[src/hw/rtl/segment_digit_renderer_defines.svh]
// Assertion macros shared by the segment digit renderer RTL.
// Depends on nothing; included by files that carry concurrent assertions.
`ifndef SEGMENT_DIGIT_RENDERER_DEFINES_SVH
`define SEGMENT_DIGIT_RENDERER_DEFINES_SVH

// Same-cycle implication, disabled while reset is high.
`define SDR_ASSERT_IMPLIES(lbl, clk, rst, pre, post, msg) \
   lbl: assert property (@(posedge clk) disable iff (rst) (pre) |-> (post)) \
      else $error(msg);

// Next-cycle implication, disabled while reset is high.
`define SDR_ASSERT_NEXT(lbl, clk, rst, pre, post, msg) \
   lbl: assert property (@(posedge clk) disable iff (rst) (pre) |=> (post)) \
      else $error(msg);

`endif

[src/hw/rtl/sdr_pkg.sv]
// Package for the segment digit renderer: display geometry, codes, state and
// controller/datapath bundle types, segment table and store address helper.
// Depends on nothing.
`timescale 1ns / 1ps
`default_nettype none

package sdr_pkg;

   localparam int DISPLAY_WIDTH  = 128;
   localparam int DISPLAY_HEIGHT = 64;
   localparam int PAGE_COUNT     = (DISPLAY_HEIGHT + 7) / 8;
   localparam int STORE_DEPTH    = PAGE_COUNT * DISPLAY_WIDTH;
   localparam int ADDR_W         = $clog2(STORE_DEPTH);
   localparam int COL_W          = $clog2(DISPLAY_WIDTH);
   localparam int ROW_W          = $clog2(DISPLAY_HEIGHT);
   localparam int PAGE_W         = (PAGE_COUNT > 1) ? $clog2(PAGE_COUNT) : 1;
   localparam int POS_W          = (COL_W > ROW_W) ? COL_W : ROW_W;

   localparam logic [7:0] CHAR_ZERO = 8'h30;
   localparam logic [7:0] DIGIT_MAX = 8'd9;
   localparam logic [3:0] DIGIT_ONE = 4'd1;

   localparam logic [7:0]        WIDTH_RESET  = 8'd5;
   localparam logic [6:0]        HEIGHT_RESET = 7'd7;
   localparam logic signed [7:0] GAP_RESET    = 8'sd2;

   typedef logic [6:0] seg_mask_type;

   localparam int SEG_TOP = 0;
   localparam int SEG_RU  = 1;
   localparam int SEG_RL  = 2;
   localparam int SEG_BOT = 3;
   localparam int SEG_LU  = 4;
   localparam int SEG_LL  = 5;
   localparam int SEG_MID = 6;

   localparam seg_mask_type M_TOP = seg_mask_type'(1 << SEG_TOP);
   localparam seg_mask_type M_RU  = seg_mask_type'(1 << SEG_RU);
   localparam seg_mask_type M_RL  = seg_mask_type'(1 << SEG_RL);
   localparam seg_mask_type M_BOT = seg_mask_type'(1 << SEG_BOT);
   localparam seg_mask_type M_LU  = seg_mask_type'(1 << SEG_LU);
   localparam seg_mask_type M_LL  = seg_mask_type'(1 << SEG_LL);
   localparam seg_mask_type M_MID = seg_mask_type'(1 << SEG_MID);

   typedef enum logic [1:0] {
      CMD_CLEAR = 2'd0,
      CMD_START = 2'd1,
      CMD_DRAW  = 2'd2,
      CMD_READ  = 2'd3
   } cmd_type;

   typedef enum logic [1:0] {
      REG_DIGIT_WIDTH  = 2'd0,
      REG_DIGIT_HEIGHT = 2'd1,
      REG_DIGIT_GAP    = 2'd2
   } csr_reg_type;

   typedef enum logic [3:0] {
      ST_CLEAR,
      ST_IDLE,
      ST_SETUP,
      ST_H_RD,
      ST_H_WR,
      ST_V_RD,
      ST_V_WR,
      ST_RD_ISSUE,
      ST_RD_WAIT
   } state_type;

   typedef struct packed {
      logic cursor_load;
      logic latch_req;
      logic setup;
      logic pass_start_v;
      logic vpass;
      logic pix_read;
      logic pix_write;
      logic advance;
      logic clear_step;
      logic rd_issue;
      logic rsp_load;
   } dp_cmd_type;

   typedef struct packed {
      logic clear_done;
      logic draw_ok;
      logic h_needed;
      logic pix_en;
      logic last_sub;
      logic last_pos;
      logic rsp_busy;
   } dp_status_type;

   function automatic seg_mask_type seg_lookup(input logic [3:0] digit);
      seg_mask_type m;
      case (digit)
         4'd0:    m = M_TOP | M_LU | M_LL | M_RU | M_RL | M_BOT;
         4'd1:    m = M_RU | M_RL;
         4'd2:    m = M_TOP | M_RU | M_MID | M_LL | M_BOT;
         4'd3:    m = M_TOP | M_RU | M_RL | M_MID | M_BOT;
         4'd4:    m = M_LU | M_RU | M_RL | M_MID;
         4'd5:    m = M_TOP | M_LU | M_MID | M_RL | M_BOT;
         4'd6:    m = M_TOP | M_LU | M_LL | M_MID | M_RL | M_BOT;
         4'd7:    m = M_TOP | M_RU | M_RL;
         4'd8:    m = M_TOP | M_LU | M_LL | M_RU | M_RL | M_MID | M_BOT;
         4'd9:    m = M_TOP | M_LU | M_RU | M_RL | M_MID | M_BOT;
         default: m = '0;
      endcase
      return m;
   endfunction

   // Byte address of (page, column) in the page-organized store.
   function automatic logic [ADDR_W-1:0] store_addr(input logic [PAGE_W-1:0] page,
                                                    input logic [COL_W-1:0] col);
      logic [ADDR_W-1:0] base;
      base = ADDR_W'(ADDR_W'(page) * ADDR_W'(DISPLAY_WIDTH));
      return base + ADDR_W'(col);
   endfunction

endpackage

`default_nettype wire

[src/hw/rtl/sdr_controller.sv]
// Control state machine of the segment digit renderer.
// Depends on sdr_pkg; drives the datapath through dp_cmd_type.
`timescale 1ns / 1ps
`default_nettype none

module sdr_controller (
   input  wire logic                   clock,
   input  wire logic                   reset,
   input  wire logic                   req_valid,
   input  wire logic [1:0]             req_cmd,
   output logic                        req_ready,
   output sdr_pkg::dp_cmd_type         dp_cmd,
   input  wire sdr_pkg::dp_status_type dp_status
);

   sdr_pkg::state_type state_ff;
   sdr_pkg::state_type state_in;

   always_ff @(posedge clock) begin
      if (reset) begin
         state_ff <= sdr_pkg::ST_CLEAR;
      end else begin
         state_ff <= state_in;
      end
   end

   always_comb begin
      state_in  = state_ff;
      dp_cmd    = '0;
      req_ready = 1'b0;
      case (state_ff)
         sdr_pkg::ST_CLEAR: begin
            dp_cmd.clear_step = 1'b1;
            if (dp_status.clear_done) begin
               state_in = sdr_pkg::ST_IDLE;
            end
         end
         sdr_pkg::ST_IDLE: begin
            req_ready = 1'b1;
            if (req_valid) begin
               case (sdr_pkg::cmd_type'(req_cmd))
                  sdr_pkg::CMD_CLEAR: begin
                     state_in = sdr_pkg::ST_CLEAR;
                  end
                  sdr_pkg::CMD_START: begin
                     dp_cmd.cursor_load = 1'b1;
                  end
                  sdr_pkg::CMD_DRAW: begin
                     dp_cmd.latch_req = 1'b1;
                     state_in         = sdr_pkg::ST_SETUP;
                  end
                  sdr_pkg::CMD_READ: begin
                     dp_cmd.latch_req = 1'b1;
                     state_in         = sdr_pkg::ST_RD_ISSUE;
                  end
                  default: begin
                     state_in = sdr_pkg::ST_IDLE;
                  end
               endcase
            end
         end
         sdr_pkg::ST_SETUP: begin
            dp_cmd.setup = 1'b1;
            if (!dp_status.draw_ok) begin
               state_in = sdr_pkg::ST_IDLE;
            end else if (dp_status.h_needed) begin
               state_in = sdr_pkg::ST_H_RD;
            end else begin
               state_in = sdr_pkg::ST_V_RD;
            end
         end
         sdr_pkg::ST_H_RD: begin
            if (dp_status.pix_en) begin
               dp_cmd.pix_read = 1'b1;
               state_in        = sdr_pkg::ST_H_WR;
            end else if (dp_status.last_sub && dp_status.last_pos) begin
               dp_cmd.pass_start_v = 1'b1;
               state_in            = sdr_pkg::ST_V_RD;
            end else begin
               dp_cmd.advance = 1'b1;
            end
         end
         sdr_pkg::ST_H_WR: begin
            dp_cmd.pix_write = 1'b1;
            if (dp_status.last_sub && dp_status.last_pos) begin
               dp_cmd.pass_start_v = 1'b1;
               state_in            = sdr_pkg::ST_V_RD;
            end else begin
               dp_cmd.advance = 1'b1;
               state_in       = sdr_pkg::ST_H_RD;
            end
         end
         sdr_pkg::ST_V_RD: begin
            dp_cmd.vpass = 1'b1;
            if (dp_status.pix_en) begin
               dp_cmd.pix_read = 1'b1;
               state_in        = sdr_pkg::ST_V_WR;
            end else if (dp_status.last_sub && dp_status.last_pos) begin
               state_in = sdr_pkg::ST_IDLE;
            end else begin
               dp_cmd.advance = 1'b1;
            end
         end
         sdr_pkg::ST_V_WR: begin
            dp_cmd.vpass     = 1'b1;
            dp_cmd.pix_write = 1'b1;
            if (dp_status.last_sub && dp_status.last_pos) begin
               state_in = sdr_pkg::ST_IDLE;
            end else begin
               dp_cmd.advance = 1'b1;
               state_in       = sdr_pkg::ST_V_RD;
            end
         end
         sdr_pkg::ST_RD_ISSUE: begin
            dp_cmd.rd_issue = 1'b1;
            state_in        = sdr_pkg::ST_RD_WAIT;
         end
         sdr_pkg::ST_RD_WAIT: begin
            if (!dp_status.rsp_busy) begin
               dp_cmd.rsp_load = 1'b1;
               state_in        = sdr_pkg::ST_IDLE;
            end
         end
         default: begin
            state_in = sdr_pkg::ST_IDLE;
         end
      endcase
   end

endmodule

`default_nettype wire

[config.mk]
export PLATFORM = sky130hd
export DESIGN_NAME = sdr_controller
export DESIGN_NICKNAME = d
export VERILOG_FILES = /design/src/hw/rtl/segment_digit_renderer_defines.svh /design/src/hw/rtl/sdr_pkg.sv /design/src/hw/rtl/sdr_controller.sv
export SDC_FILE = /design/constraint.sdc
export NUM_CORES = 1
export LEC_CHECK = 0
export BUFFER_PORTS_ARGS = -buffer_cell sky130_fd_sc_hd__buf_4
export CELL_PAD_IN_SITES_DETAIL_PLACEMENT = 1
export CELL_PAD_IN_SITES_GLOBAL_PLACEMENT = 2
export CORE_MARGIN = 2
export CORE_UTILIZATION = 25
export CTS_CLUSTER_SIZE = 20
export DETAILED_ROUTE_END_ITERATION = 8
export MAX_ROUTING_LAYER = met4
export PLACE_DENSITY_LB_ADDON = 0.1
export RECOVER_POWER = 25
export SYNTH_ARGS = -nofsm -noshare
export SYNTH_HDL_FRONTEND = slang
export SYNTH_SLANG_ARGS = --single-unit
[constraint.sdc]
create_clock -name clock -period 2.5 [get_ports clock]
set_clock_uncertainty 0.1 [all_clocks]
set_input_delay 0.375 -clock clock [delete_from_list [all_inputs] [get_ports clock]]
set_output_delay 0.375 -clock clock [all_outputs]
set_load 0.03 [all_outputs]
==> impl_metrics.py <==
metrics = {
    "synth": {
        "synth-edff-count": 0,
        "avgSynthCellArea_sq_um": 7.364,
        "synthCells": 70,
        "synth_ff_type": "dfxtp_1",
        "yosysWarningCount": 0,
        "syn_area_sq_um": 515.5,
        "synth_nets": 82,
        "yosysUniqueCellTypes": 38,
        "ys_seq_elements": 4,
        "yosysSeqAreaShare": 0.1553,
        "async_reset_ff_frac": 0,
    },
    "power_and_ir_drop": {
        "seq_power_share": 0.298,
        "p_leak_nw": 0.3021,
        "peakVddDrop_mv": 0.1776,
        "power_density_nw_per_um2": 320.2,
        "p_comb_frac": 0.324,
        "swShare": 0.3444,
        "cellInternalPower_w": 0.0001528,
        "p_switching_w": 0.00008031,
        "power.share.clock": 0.377,
    },
    "worst_setup_path": {
        "slowest_delay_ns": 0.43,
        "cp_data_arrival_time_ns": 1.74,
        "path_delay_family": "buffers and inverters",
        "crit_chain": "clkbuf_1 -> nor2_1 -> and2_1 -> and3_1 -> buf_4",
        "start_kind": "flop",
        "crit_buf_inv": 2,
        "crit_required_ns": 2.03,
        "worst_setup_path_end_kind": "output pin",
        "cp_max_fo": 9,
        "critical_path_class": "flop to output pin",
        "crit_path_top_delay_cell": "clkbuf_1",
    },
    "detailed_routing": {
        "viasPerCell": 5.197,
        "vias": 634,
        "wire_per_inst_microns": 14.23,
        "antenna_left": 0,
        "drc": 0,
        "firstDrtPassIters": 3,
        "routed_wl_microns": 1736,
        "drtIter0Drc": 6,
    },
    "sta": {
        "fmax_mhz": 450.8,
        "worst-slew-pin-transition_ns": 0.5037,
        "min_period_over_period": 0.8873,
        "setup_viol": 0,
        "relSlewSlack": 0.6642,
        "fin_ws_ns": 0.2817,
        "hold_viol": 0,
        "finalSetupTns_ns": 0,
        "period_minus_slack_ns": 2.218,
        "holdWs_ns": 0.2352,
        "rsz0062_at_grt": "false",
        "finalMaxSlewViolations": 0,
    },
    "floorplanning": {
        "fp.dieW_microns": 49.41,
        "start_util": 0.2628,
        "die_h_microns": 49.41,
        "die-area_sq_um": 2441,
        "placementRows": 16,
        "io_pins": 24,
        "core-area_sq_um": 1962,
    },
    "cts": {
        "postCtsSetupBuffers": 0,
        "ctsLongestPathBuffers": 2,
        "cts_resized": 0,
        "cts_max_level": 1,
        "cts_hold_buf": 0,
        "cts.clk_slew.worst_paths_ns": 0.05,
        "clk_latency_ns": 0.25,
        "cts_buffers": 3,
        "cts.sinks": 4,
        "cts_root_buf": "clkbuf_4",
        "cts_tree": "yes",
    },
    "final_layout": {
        "most-common-layout-cells": "buf_4, nor2_1, nand2_1",
        "largest_register_ffs": 4,
        "final_common_cell": "buf_4",
        "final_core_util": 0.3712,
        "drive_above_1_share": 0.3263,
        "antenna_cells": 0,
        "regMostFlops": "state_ff",
        "nNetsFinal": 109,
        "top_regs": "state_ff: 4 flops",
        "area.growth.synth_to_final_pct": 41.26,
    },
    "hold_path": {
        "hold_path_class": "input pin to flop",
    },
    "global_route": {
        "grt_max_degree": 15,
        "grt_pass1_wl_microns": 2946,
        "grt_usage": 0.1604,
        "grt_pass1_vias": 625,
        "grt-ovfl-total": 0,
        "antenna_found_initial": 0,
    },
    "placed_design": {
        "portBuffers": 23,
        "preCtsSetupSlack_ns": 0.5483,
        "gp_congestion": 0.7474,
        "hpwl_microns": 1367,
    },
    "outcome": {
        "status": "finished clean",
    },
    "run": {
        "drv_cap": 0,
    },
}
-- area by class of cell --
cell class,instances,area [sq um]
Multi-Input combinational cell,60,392.9
Sequential cell,4,80.08
Clock buffer,3,22.52
Timing Repair Buffer,27,195.2
Tap cell,27,33.78
Inverter,1,3.754
Fill cell,278,1234
-- path summary, 6_finish.rpt --
path / startpoint / end / slack (ns) / depth (start not counted)
worst max-delay path: state_ff[2]$_SDFFE_PP0P_ / dp_cmd[9] / 0.28 / 5
worst min-delay path: reset / state_ff[3]$_SDFFE_PP0P_ / 0.24 / 2
worst max register to register: state_ff[2]$_SDFFE_PP0P_ / state_ff[2]$_SDFFE_PP0P_ / 0.56 / 4
worst min register to register: state_ff[3]$_SDFFE_PP0P_ / state_ff[2]$_SDFFE_PP0P_ / 0.56 / 2
-- cell usage after synthesis, drive strengths merged (2+ instances only) --
master,instances,area share
nor2,7,0.051
and3,3,0.036
and2,2,0.024
a21oi,6,0.066
nor3,2,0.019
a31oi,2,0.024
nor2b,2,0.024
nand3,5,0.049
buf,4,0.068
nand2b,2,0.024
nand2,6,0.044
o21ai,3,0.029
dfxtp,4,0.16
-- routing by layer --
metal	track usage	wire length, microns
met2	0.2568	861
met1	0.1959	791
met5	-	0
met3	0.02147	78
met4	0.08333	4
-- power groups by stage --
stage                     combinational (W)   clock, W  sequential, W
after floorplan                   0.0000479          0      0.0000678
after global placement            0.0000771          0      0.0000711
final                             0.0000756  0.0000880      0.0000695
after detailed placement          0.0000773          0      0.0000710
after global routing              0.0000830  0.0000953      0.0000702
after CTS                         0.0000776  0.0000902      0.0000698
-- kinds of logic after synthesis --
kind of cell              count (synthesis)  synth area share
and+or+nand+nor                          35            0.3908
buffers and inverters                     6           0.08250
xor gates and xnor gates                  1           0.01699
AOI/OAI and AO/OA                        24            0.3544
DFF                                       4            0.1553
-- metrics by stage --
stage,instance area [sq um],std cells,total power (W)
5_1_grt,728.2,122,0.0002485
6_report,728.2,122,0.0002331
3_3_place_gp,713.2,119,0.0001482
2_1_floorplan,515.5,70,0.0001157
4_1_cts,735.7,122,0.0002376
3_5_place_dp,713.2,119,0.0001483
No activity file was read; power rests on OpenSTA's default activity.
